$ cat config.mk
export PLATFORM = sky130hd
export DESIGN_NAME = mp4_moov_early_detector
export DESIGN_NICKNAME = d
export VERILOG_FILES = /design/src/rtl/core/mmed_pkg.sv /design/src/rtl/core/mmed_cfg.sv /design/src/rtl/core/mmed_walker.sv /design/src/rtl/core/mp4_moov_early_detector.sv
export SDC_FILE = /design/constraint.sdc
export NUM_CORES = 1
export LEC_CHECK = 0
export ABC_AREA = 0
export BUFFER_PORTS_ARGS = -buffer_cell sky130_fd_sc_hd__buf_2
export CAP_MARGIN = 15
export CELL_PAD_IN_SITES_DETAIL_PLACEMENT = 0
export CELL_PAD_IN_SITES_GLOBAL_PLACEMENT = 2
export CORE_UTILIZATION = 40
export CTS_CLUSTER_SIZE = 30
export DETAILED_ROUTE_END_ITERATION = 6
export MAX_ROUTING_LAYER = met4
export PLACE_DENSITY = 0.82
export REMOVE_ABC_BUFFERS = 1
export SYNTH_ARGS = -nofsm -noshare
export SYNTH_HDL_FRONTEND = slang
export SYNTH_SLANG_ARGS = --single-unit
$ cat constraint.sdc
create_clock -name clk -period 8.8 [get_ports clk]
set_clock_uncertainty 0.05 [all_clocks]
set_input_delay 1.76 -clock clk [delete_from_list [all_inputs] [get_ports clk]]
set_output_delay 1.76 -clock clk [all_outputs]
set_load 0.05 [all_outputs]
$ cat src/rtl/core/mmed_pkg.sv
package mmed_pkg;

    localparam int POSITION_BITS_DEF = 48;
    localparam int FILE_LEN_W        = 48;
    localparam int LIMIT_W           = 24;
    localparam int CFG_DATA_W        = 48;
    localparam int CFG_INDEX_W       = 1;
    localparam int SUM_W             = 66;
    localparam int HDR_COUNT_W       = 3;

    localparam logic [31:0]          MOOV_TYPE    = 32'h6D6F_6F76;
    localparam logic [63:0]          HEADER_BYTES = 64'd8;
    localparam logic [63:0]          EXTENDED_MIN = 64'd16;
    localparam logic [31:0]          EXT_MARK     = 32'd1;
    localparam logic [LIMIT_W-1:0]   LIMIT_RESET  = LIMIT_W'(128 * 1024);
    localparam logic [HDR_COUNT_W-1:0] HDR_LAST   = HDR_COUNT_W'(7);

    typedef enum logic [CFG_INDEX_W-1:0] {
        REG_FILE_LENGTH  = 1'b0,
        REG_SEARCH_LIMIT = 1'b1
    } reg_index_t;

    typedef enum logic [2:0] {
        CAUSE_MOOV      = 3'd0,
        CAUSE_PAST      = 3'd1,
        CAUSE_OVERRUN   = 3'd2,
        CAUSE_BAD_SIZE  = 3'd3,
        CAUSE_FILE_END  = 3'd4
    } cause_t;

    typedef enum logic [2:0] {
        PH_HEADER = 3'b001,
        PH_EXT    = 3'b010,
        PH_SKIP   = 3'b100
    } phase_t;

    typedef struct packed {
        logic [FILE_LEN_W-1:0] file_length;
        logic [LIMIT_W-1:0]    search_limit;
    } cfg_t;

    typedef struct packed {
        logic   valid;
        logic   streamable;
        cause_t cause;
    } verdict_t;

endpackage

$ cat src/rtl/core/mmed_cfg.sv
module mmed_cfg
    import mmed_pkg::*;
(
    input  logic                   clk,
    input  logic                   rst_n,
    input  logic                   cfg_write,
    input  logic [CFG_INDEX_W-1:0] cfg_index,
    input  logic [CFG_DATA_W-1:0]  cfg_data,
    output cfg_t                   cfg
);

    logic [FILE_LEN_W-1:0] file_length_reg;
    logic [LIMIT_W-1:0]    search_limit_reg;

    always_ff @(posedge clk or negedge rst_n)
    begin
        if (!rst_n)
        begin
            file_length_reg  <= '0;
            search_limit_reg <= LIMIT_RESET;
        end
        else if (cfg_write)
        begin
            case (reg_index_t'(cfg_index))
                REG_FILE_LENGTH:  file_length_reg  <= cfg_data[FILE_LEN_W-1:0];
                REG_SEARCH_LIMIT: search_limit_reg <= cfg_data[LIMIT_W-1:0];
                default:          file_length_reg  <= file_length_reg;
            endcase
        end
    end

    assign cfg.file_length  = file_length_reg;
    assign cfg.search_limit = search_limit_reg;

endmodule

$ cat src/rtl/core/mmed_walker.sv
module mmed_walker
    import mmed_pkg::*;
#(
    parameter int POSITION_BITS = POSITION_BITS_DEF
)
(
    input  logic       clk,
    input  logic       rst_n,
    input  logic       step,
    input  logic [7:0] data_byte,
    input  logic       last_byte,
    input  cfg_t       cfg,
    output verdict_t   verdict
);

    phase_t                   phase_reg, phase_next;
    logic [POSITION_BITS-1:0] byte_position_reg, byte_position_next;
    logic [63:0]              header_shift_reg, header_shift_next;
    logic [HDR_COUNT_W-1:0]   header_count_reg, header_count_next;
    logic [POSITION_BITS-1:0] box_start_reg, box_start_next;
    logic [POSITION_BITS-1:0] prev_start_reg, prev_start_next;
    logic [POSITION_BITS-1:0] next_start_reg, next_start_next;
    logic                     decided_reg, decided_next;

    logic [POSITION_BITS-1:0] pos_inc;
    logic [63:0]              shifted;
    logic [63:0]              box_len;
    logic [63:0]              min_len;
    logic [SUM_W-1:0]         box_end;
    logic [POSITION_BITS-1:0] box_end_pos;
    logic                     beyond_file;

    assign pos_inc     = byte_position_reg + POSITION_BITS'(1);
    assign shifted     = {header_shift_reg[55:0], data_byte};
    assign box_len     = (phase_reg == PH_EXT) ? shifted : {32'd0, shifted[63:32]};
    assign min_len     = (phase_reg == PH_EXT) ? EXTENDED_MIN : HEADER_BYTES;
    assign box_end     = SUM_W'(box_start_reg) + SUM_W'(box_len);
    assign box_end_pos = box_end[POSITION_BITS-1:0];
    assign beyond_file = SUM_W'(byte_position_reg) >= SUM_W'(cfg.file_length);

    always_comb
    begin
        phase_next         = phase_reg;
        byte_position_next = byte_position_reg;
        header_shift_next  = header_shift_reg;
        header_count_next  = header_count_reg;
        box_start_next     = box_start_reg;
        prev_start_next    = prev_start_reg;
        next_start_next    = next_start_reg;
        decided_next       = decided_reg;
        verdict            = '{valid: 1'b0, streamable: 1'b0, cause: CAUSE_MOOV};

        if (step && !decided_reg)
        begin
            if (beyond_file)
            begin
                verdict.valid = 1'b1;
                verdict.cause = CAUSE_FILE_END;
            end
            else if (phase_reg == PH_SKIP)
            begin
                if (pos_inc == next_start_reg)
                begin
                    box_start_next = next_start_reg;
                    phase_next     = PH_HEADER;
                end
            end
            else
            begin
                header_shift_next = shifted;
                if (header_count_reg != HDR_LAST)
                begin
                    header_count_next = header_count_reg + HDR_COUNT_W'(1);
                end
                else
                begin
                    header_count_next = '0;
                    if (phase_reg != PH_EXT &&
                        SUM_W'(prev_start_reg) >= SUM_W'(cfg.search_limit))
                    begin
                        verdict.valid = 1'b1;
                        verdict.cause = CAUSE_PAST;
                    end
                    else if (phase_reg != PH_EXT && shifted[31:0] == MOOV_TYPE)
                    begin
                        verdict.valid      = 1'b1;
                        verdict.streamable = 1'b1;
                        verdict.cause      = CAUSE_MOOV;
                    end
                    else if (phase_reg != PH_EXT && shifted[63:32] == EXT_MARK)
                    begin
                        phase_next = PH_EXT;
                    end
                    else if (box_len < min_len)
                    begin
                        verdict.valid = 1'b1;
                        verdict.cause = CAUSE_BAD_SIZE;
                    end
                    else if (box_end > SUM_W'(cfg.file_length))
                    begin
                        verdict.valid = 1'b1;
                        verdict.cause = CAUSE_OVERRUN;
                    end
                    else
                    begin
                        next_start_next = box_end_pos;
                        prev_start_next = box_start_reg;
                        if (box_end_pos == pos_inc)
                        begin
                            box_start_next = box_end_pos;
                            phase_next     = PH_HEADER;
                        end
                        else
                        begin
                            phase_next = PH_SKIP;
                        end
                    end
                end
            end

            if (!verdict.valid && last_byte)
            begin
                verdict.valid = 1'b1;
                verdict.cause = CAUSE_FILE_END;
            end
            byte_position_next = pos_inc;
            if (verdict.valid)
            begin
                decided_next = 1'b1;
            end
        end

        if (step && last_byte)
        begin
            phase_next         = PH_HEADER;
            byte_position_next = '0;
            header_shift_next  = '0;
            header_count_next  = '0;
            box_start_next     = '0;
            prev_start_next    = '0;
            next_start_next    = '0;
            decided_next       = 1'b0;
        end
    end

    always_ff @(posedge clk or negedge rst_n)
    begin
        if (!rst_n)
        begin
            phase_reg         <= PH_HEADER;
            byte_position_reg <= '0;
            header_shift_reg  <= '0;
            header_count_reg  <= '0;
            box_start_reg     <= '0;
            prev_start_reg    <= '0;
            next_start_reg    <= '0;
            decided_reg       <= 1'b0;
        end
        else
        begin
            phase_reg         <= phase_next;
            byte_position_reg <= byte_position_next;
            header_shift_reg  <= header_shift_next;
            header_count_reg  <= header_count_next;
            box_start_reg     <= box_start_next;
            prev_start_reg    <= prev_start_next;
            next_start_reg    <= next_start_next;
            decided_reg       <= decided_next;
        end
    end

`ifndef ASSERT_OFF
    a_single_verdict: assert property (@(posedge clk) disable iff (!rst_n)
        step && decided_reg |-> !verdict.valid)
        else $error("second verdict within one file");

    a_verdict_latches: assert property (@(posedge clk) disable iff (!rst_n)
        step && verdict.valid && !last_byte |=> decided_reg)
        else $error("verdict not recorded");

    a_last_clears: assert property (@(posedge clk) disable iff (!rst_n)
        step && last_byte |=> byte_position_reg == '0 && !decided_reg
            && header_count_reg == '0)
        else $error("scan state not cleared after final byte");

    a_streamable_moov: assert property (@(posedge clk) disable iff (!rst_n)
        verdict.valid |-> verdict.streamable == (verdict.cause == CAUSE_MOOV))
        else $error("streamable flag disagrees with cause");
`endif

endmodule

$ cat src/rtl/core/mp4_moov_early_detector.sv
// A word taken on the input is held in the input register; as it advances, any verdict
// it gives is registered in the result register, which drives the output. One word per
// cycle unless a verdict waits for m_tready, when one new word can still be taken in.
// Reset: rst_n clears scan state and both stages; file_length resets to 0 and
// search_limit to 131072. Scan state also clears after each word with tlast set.
module mp4_moov_early_detector
    import mmed_pkg::*;
#(
    parameter int POSITION_BITS = POSITION_BITS_DEF
)
(
    input  logic                   clk,
    input  logic                   rst_n,
    input  logic                   cfg_write,
    input  logic [CFG_INDEX_W-1:0] cfg_index,
    input  logic [CFG_DATA_W-1:0]  cfg_data,
    input  logic                   s_tvalid,
    output logic                   s_tready,
    input  logic [7:0]             s_tdata,   // [7:0] data_byte
    input  logic                   s_tlast,   // last_byte
    output logic                   m_tvalid,
    input  logic                   m_tready,
    output logic [7:0]             m_tdata    // [0] streamable, [3:1] cause, [7:4] zero
);

    cfg_t     cfg;
    verdict_t verdict;

    logic       in_valid_reg;
    logic [7:0] in_byte_reg;
    logic       in_last_reg;
    logic       out_valid_reg;
    logic       out_stream_reg;
    cause_t     out_cause_reg;
    logic       advance;

    mmed_cfg u_cfg (
        .clk       (clk),
        .rst_n     (rst_n),
        .cfg_write (cfg_write),
        .cfg_index (cfg_index),
        .cfg_data  (cfg_data),
        .cfg       (cfg)
    );

    mmed_walker #(
        .POSITION_BITS (POSITION_BITS)
    ) u_walker (
        .clk       (clk),
        .rst_n     (rst_n),
        .step      (advance),
        .data_byte (in_byte_reg),
        .last_byte (in_last_reg),
        .cfg       (cfg),
        .verdict   (verdict)
    );

    assign advance  = in_valid_reg && (!out_valid_reg || m_tready);
    assign s_tready = !in_valid_reg || advance;

    always_ff @(posedge clk or negedge rst_n)
    begin
        if (!rst_n)
        begin
            in_valid_reg  <= 1'b0;
            out_valid_reg <= 1'b0;
        end
        else
        begin
            if (s_tready)
            begin
                in_valid_reg <= s_tvalid;
            end
            if (advance)
            begin
                out_valid_reg <= verdict.valid;
            end
            else if (m_tready)
            begin
                out_valid_reg <= 1'b0;
            end
        end
    end

    always_ff @(posedge clk)
    begin
        if (s_tvalid && s_tready)
        begin
            in_byte_reg <= s_tdata;
            in_last_reg <= s_tlast;
        end
        if (advance)
        begin
            out_stream_reg <= verdict.streamable;
            out_cause_reg  <= verdict.cause;
        end
    end

    assign m_tvalid = out_valid_reg;
    assign m_tdata  = {4'd0, out_cause_reg, out_stream_reg};

endmodule
==> flow_metrics.py, run 1 <==
metrics = {
    "status": {
        "outcome": "finished clean",
    },
    "clocking": {
        "numCtsBuffers": 44,
        "path_clk_slew_ns": 0.06,
        "clock_sinks": 342,
        "clk_latency_ns": 0.63,
        "post_cts_buffers": 0,
        "ctsRootBufferMaster": "clkbuf_16",
        "h-tree-depth": 2,
        "cts_tree": "built",
        "cts_resized": 0,
        "clk_path_buf_depth": 3,
        "hold_buffers": 0,
    },
    "setup_path": {
        "cpPeakStageDelay_ns": 0.75,
        "start_kind": "register",
        "worst-path-max-fanout": 23,
        "worstSetupPathType": "register to register",
        "reg2reg_from": "u_walker.phase_reg[1]",
        "cpMaxStageDelayCell": "or3b_2",
        "worstPathArrival_ns": 8.99,
        "startpoint": "u_walker.phase_reg[1]",
        "crit_required_ns": 9.27,
        "critPathCaptureType": "register",
    },
    "die": {
        "die_w_um": 257.2,
        "dieHeight_um": 257.2,
        "initial_utilization_pct": 40.48,
        "row_count": 93,
        "dieArea_um2": 66140,
        "core-area_um2": 64350,
        "pin_count": 73,
    },
    "drt": {
        "drc": 0,
        "vias": 23958,
        "drt_iter0_markers": 2543,
        "ant_nets": 0,
        "firstDrtPassIters": 5,
        "vias_per_cell": 6.165,
        "wl_per_cell_um": 28.66,
        "drt_wl_total_mm": 111.4,
    },
    "layout": {
        "final_nets": 3229,
        "finalInstanceArea_um2": 28700,
        "stdcell_count": 3886,
        "multi_input_area_um2": 16260,
        "seq_area_um2": 8626,
        "synthToLayoutAreaGrowth_pct": 10.17,
        "fin_util_pct": 44.59,
        "num-fill-cells": 6332,
        "layout-drive-gt1-share_pct": 9.911,
        "largest_reg_flops": 56,
    },
    "global_route": {
        "overflow": 0,
        "antenna_found_initial": 4,
        "grt_usage_pct": 34.38,
        "grt_pass1_vias": 23185,
        "grt_max_degree": 150,
        "grt_pass1_wl_mm": 161.7,
    },
    "pwr": {
        "ir_worst_vdd_v": 0.0001762,
        "finalPower_mw": 6.975,
        "power.density_nw_per_um2": 243.1,
        "p_leak_nw": 13.78,
    },
    "timing": {
        "post-route-min-period_ns": 8.521,
        "drv_slew": 0,
        "tns_ns": 0,
        "whs_ns": 0.4542,
        "finalSetupViolations": 0,
        "grt_setup_unrepaired": "no",
        "fin_crit_sh_pct": 96.83,
        "fin_ws_ns": 0.2788,
        "max_freq_mhz": 117.4,
        "relSlewSlack_pct": 16.78,
        "max_slew.worst_pin.slew_ns": 1.248,
        "hold_viol": 0,
    },
    "yosys": {
        "synth_edf_count": 13,
        "ys_warn_count": 0,
        "synth_top_cell_by_area": "dfrtp_1",
        "synth.top_cell.area_share_pct": 31.42,
        "yosys_register_bits": 342,
        "synthCells": 3007,
        "synth.distinct_cells": 105,
        "syn-cell-area_um2": 26050,
        "yosysSeqAreaShare_pct": 33.12,
        "synth_area_leaders": "dfrtp_1 (31%), ha_1 (8.3%), mux2i_1 (7.5%)",
        "ys.flop_type": "dfrtp_1",
        "async_reset_ff_share_pct": 96.20,
        "syn_avg_cell_area_um2": 8.662,
    },
    "run": {
        "max_cap_violations": 0,
    },
    "place": {
        "dpl_cell_area_um2": 27240,
        "place_hpwl_mm": 88.58,
        "portBuffers": 68,
        "placed_cells": 3801,
        "place_ws_ns": 0.08941,
        "routabilityCongestion": 1.015,
    },
    "worst_hold_path": {
        "hp-class": "register to register",
        "hp-start": "u_cfg.search_limit_reg[18]",
    },
}
[cell type report]
class	instances	area share [%]
flip-flops and latches	342	30.06
clock buffers	60	4.295
multi-input cells	2366	56.67
well taps	855	3.728
inverters	112	1.465
diodes	4	0.03488
clock inverters	20	0.6366
repair buffers	127	3.113
[Yosys cell counts, drive strengths merged, types with 9 or more instances]
cell	n
nand2	364
dfrtp	327
nor2	296
o21ai	198
mux2i	196
ha	172
a21oi	150
clkbuf	115
inv	112
nand4	108
xnor2	90
buf	75
nand3	69
nor4	59
a21o	56
xor2	50
o2bb2ai	44
nor3	42
and2	33
o31ai	28
mux2	27
and3	25
a211oi	24
nand2b	24
or4	22
or3	19
and4	18
edfxtp	13
a2111oi	12
nor2b	12
o22ai	12
a221oi	11
a31oi	11
o2111ai	11
o32ai	10
xnor3	10
a22o	9
nand3b	9
o21a	9
[critical path: cells and delay by family, from the launching register on]
kind | cells | cell delay [ns]
AOI/OAI and AO/OA | 13 | 3.75
xor gates and xnor gates | 1 | 0.30
adders and majority gates | 3 | 0.91
buffers and inverters | 4 | 0.78
DFF | 1 | 0.47
and+or+nand+nor | 7 | 2.17
[where the power goes]
group	internal [mW]	leakage (nW)	switching, mW
clock	0.998	0.680	0.788
sequential	1.80	4.54	0.393
combinational	1.06	8.55	1.93
total	3.86	13.8	3.11
[layer usage]
| metal | global-route usage (%) | wire length (um) |
|---|---|---|
| met5 | - | 0 |
| met4 | 10.20 | 3452 |
| met3 | 6.797 | 8379 |
| met2 | 53.36 | 50950 |
| met1 | 45.15 | 48600 |
[cells by family (layout without fill, tap and decap cells)]
family	after synthesis	count (layout)	synth area share [%]
AND/OR/NAND/NOR	1138	1138	21.57
other	1	8	0.01440
buffers and inverters	302	319	4.876
XOR/XNOR	151	151	5.721
flip-flops	342	342	33.12
AO/OA/AOI/OAI	676	676	17.63
multiplexers	223	223	8.700
adder cells (fa/ha/maj)	174	174	8.378
[final timing paths]
kind / cells after the start / slack (ns) / end
setup reg to reg: 28 / 0.28 / u_walker.box_start_reg[47]
setup / recovery: 28 / 0.28 / u_walker.box_start_reg[47]
max in group asynchronous: 2 / 6.34 / u_walker.box_start_reg[22]
min in group asynchronous: 1 / 1.01 / u_walker.byte_position_reg[37]
hold reg to reg: 1 / 0.45 / u_cfg.search_limit_reg[18]
hold / removal: 1 / 0.45 / u_cfg.search_limit_reg[18]
[placed cells by master (no fill, tap or decap), drive strengths merged, types with 18 or more instances in the layout]
master / synthesis / final
nand2: 364 / 364
dfrtp: 327 / 327
nor2: 296 / 296
o21ai: 198 / 198
mux2i: 196 / 196
ha: 172 / 172
a21oi: 150 / 150
buf: 75 / 127
inv: 112 / 116
nand4: 108 / 108
xnor2: 90 / 90
nand3: 69 / 69
clkbuf: 115 / 60
nor4: 59 / 59
a21o: 56 / 56
xor2: 50 / 50
o2bb2ai: 44 / 44
nor3: 42 / 42
and2: 33 / 33
o31ai: 28 / 28
mux2: 27 / 27
and3: 25 / 25
nand2b: 24 / 24
a211oi: 24 / 24
or4: 22 / 22
or3: 19 / 19
and4: 18 / 18
No activity file was read; power rests on OpenSTA's default activity.
==> run 2, diff against run 1 <==
BUFFER_PORTS_ARGS = unset   (was -buffer_cell sky130_fd_sc_hd__buf_2)
DONT_BUFFER_PORTS = 1   (was unset)
PLACE_DENSITY = 0.81   (was 0.82)
==> run 2 against run 1 <==
The run now ends with slew limit left. Clock power up 2%. Design area fell by 1.4%. Routed wire length is 2.3% lower. Critical path depth is 3 lower. Critical path type unchanged. Fmax is 1.3% lower. Largest power group unchanged. Non-clock buffer count is 67 lower. Die area stayed put. Sequential share of layout area is 0.43 points higher.
==> flow_metrics.py, run 2 (synthesized netlist as in run 1, its figures left out) <==
metrics = {
    "status": {
        "outcome": "finished with violations",
        "violations": "slew limit",
    },
    "global_route": {
        "grt_usage_pct": 33.55,
        "overflow": 0,
        "grt_pass1_wl_mm": 158.9,
        "grt_max_degree": 330,
        "antenna_found_initial": 5,
        "grt_pass1_vias": 22605,
    },
    "setup_path": {
        "crit_required_ns": 9.28,
        "worstPathArrival_ns": 9.12,
        "worstSetupPathType": "register to register",
        "start_kind": "register",
        "critPathCaptureType": "register",
        "worst-path-max-fanout": 17,
    },
    "clocking": {
        "cts_tree": "built",
        "clock_sinks": 342,
        "hold_buffers": 0,
        "path_clk_slew_ns": 0.06,
        "h-tree-depth": 2,
        "clk_path_buf_depth": 3,
        "numCtsBuffers": 42,
        "ctsRootBufferMaster": "clkbuf_16",
        "clk_latency_ns": 0.60,
    },
    "timing": {
        "max_freq_mhz": 115.9,
        "fin_crit_sh_pct": 98.08,
        "max_slew.worst_pin.slew_ns": 1.667,
        "grt_setup_unrepaired": "no",
        "drv_slew": 154,
        "hold_viol": 0,
        "post-route-min-period_ns": 8.631,
        "relSlewSlack_pct": -11.13,
        "finalSetupViolations": 0,
    },
    "pwr": {
        "p_leak_nw": 13.50,
        "ir_worst_vdd_v": 0.0002159,
        "power.density_nw_per_um2": 245.5,
    },
    "drt": {
        "drt_wl_total_mm": 108.9,
        "drt_iter0_markers": 2593,
        "firstDrtPassIters": 5,
        "vias_per_cell": 6.258,
        "drc": 0,
        "wl_per_cell_um": 28.58,
        "vias": 23842,
        "ant_nets": 0,
    },
    "layout": {
        "layout-drive-gt1-share_pct": 7.656,
        "final_cell_mix": "nand2_1 (362), dfrtp_1 (327), nor2_1 (293)",
        "seq_area_um2": 8626,
        "largest_reg_flops": 56,
        "multi_input_area_um2": 16240,
        "synthToLayoutAreaGrowth_pct": 8.628,
        "fin_util_pct": 43.97,
        "stdcell_count": 3810,
        "final_nets": 3160,
        "layout_commonest_cell": "nand2_1",
        "num-fill-cells": 6426,
    },
    "place": {
        "placed_cells": 3731,
        "routabilityCongestion": 1.029,
        "portBuffers": 0,
        "place_hpwl_mm": 85.76,
    },
    "worst_hold_path": {
        "hp-class": "register to register",
    },
    "die": {
        "dieArea_um2": 66140,
        "initial_utilization_pct": 40.48,
        "row_count": 93,
        "pin_count": 73,
        "dieHeight_um": 257.2,
        "die_w_um": 257.2,
        "core-area_um2": 64350,
    },
    "run": {
        "max_cap_violations": 0,
    },
}
run 2: per-stage QoR:
| stage | setup slack, ns | TNS (ns) | hold slack (ns) | instance area [um^2] | total power, mW |
|---|---|---|---|---|---|
| after floorplan | -2.746 | -263.63 | 0.4277 | 25210 | 3.954 |
| after global placement | 0.2747 | 0 | 0.4412 | 26820 | 5.004 |
| after detailed placement | 0.3068 | 0 | 0.4440 | 26820 | 5.037 |
| after CTS | 0.2850 | 0 | 0.4563 | 28250 | 6.892 |
| after global routing | 0.03260 | 0 | 0.4665 | 28290 | 7.266 |
| final | 0.1688 | 0 | 0.4523 | 28290 | 6.947 |
run 2: layout make-up:
cell class	count	share of cell area, %
clock inverter	15	0.7076
timing repair buffer	60	1.782
multi-input combinational	2366	57.39
tap	855	3.781
sequential	342	30.49
antenna	3	0.02653
inverter	112	1.486
clock buffer	57	4.343
run 2: worst paths after layout:
check	startpoint	endpoint	slack, ns	cells past startpoint
min reg2reg	u_cfg.search_limit_reg[9]	u_cfg.search_limit_reg[9]	0.45	1
max in group asynchronous	rst_n	u_walker.header_shift_reg[31]	6.53	0
min	u_cfg.search_limit_reg[9]	u_cfg.search_limit_reg[9]	0.45	1
max reg2reg	u_walker.phase_reg[2]	u_walker.box_start_reg[45]	0.17	25
max	u_walker.phase_reg[2]	u_walker.box_start_reg[45]	0.17	25
min in group asynchronous	rst_n	u_cfg.file_length_reg[34]	0.82	0
run 2: per-layer routing:
layer	track usage [%]	wire length (um)	vias to the layer above
met5	-	0	-
met4	8.697	2983	0
met3	4.571	8010	139
met2	51.85	49800	982
met1	46.05	48080	11924
li1	-	-	10797
run 2: timing repair:
action	in CTS	in global routing
buffers inserted	0	3
gates resized for setup	0	1
setup endpoints to repair	0	140
run 2: report_power, final:
group | internal (mW) | switching, mW | total (mW)
Sequential | 1.80 | 0.425 | 2.23
Combinational | 1.02 | 1.87 | 2.89
Clock | 1.09 | 0.738 | 1.83
run 2: worst max-delay path: stages, from the launching register on:
cell       delay [ns]
dfrtp_1          0.47
or3b_1           0.66
nand2_1          0.16
nand2_1          0.07
ha_1             0.21
fa_1             0.40
a211o_1          0.35
a221o_1          0.43
a41oi_1          0.67
a211oi_2         0.23
nor2_1           0.39
xnor2_1          0.28
ha_1             0.35
nand4_1          0.24
nor4_2           0.50
nand2_1          0.29
nor3_1           0.23
a21oi_1          0.06
nand4_1          0.24
o2111ai_1        0.15
or4_1            0.58
nor3_2           0.22
buf_4            0.20
nand2_1          0.35
o32ai_1          0.60
a21o_1           0.13
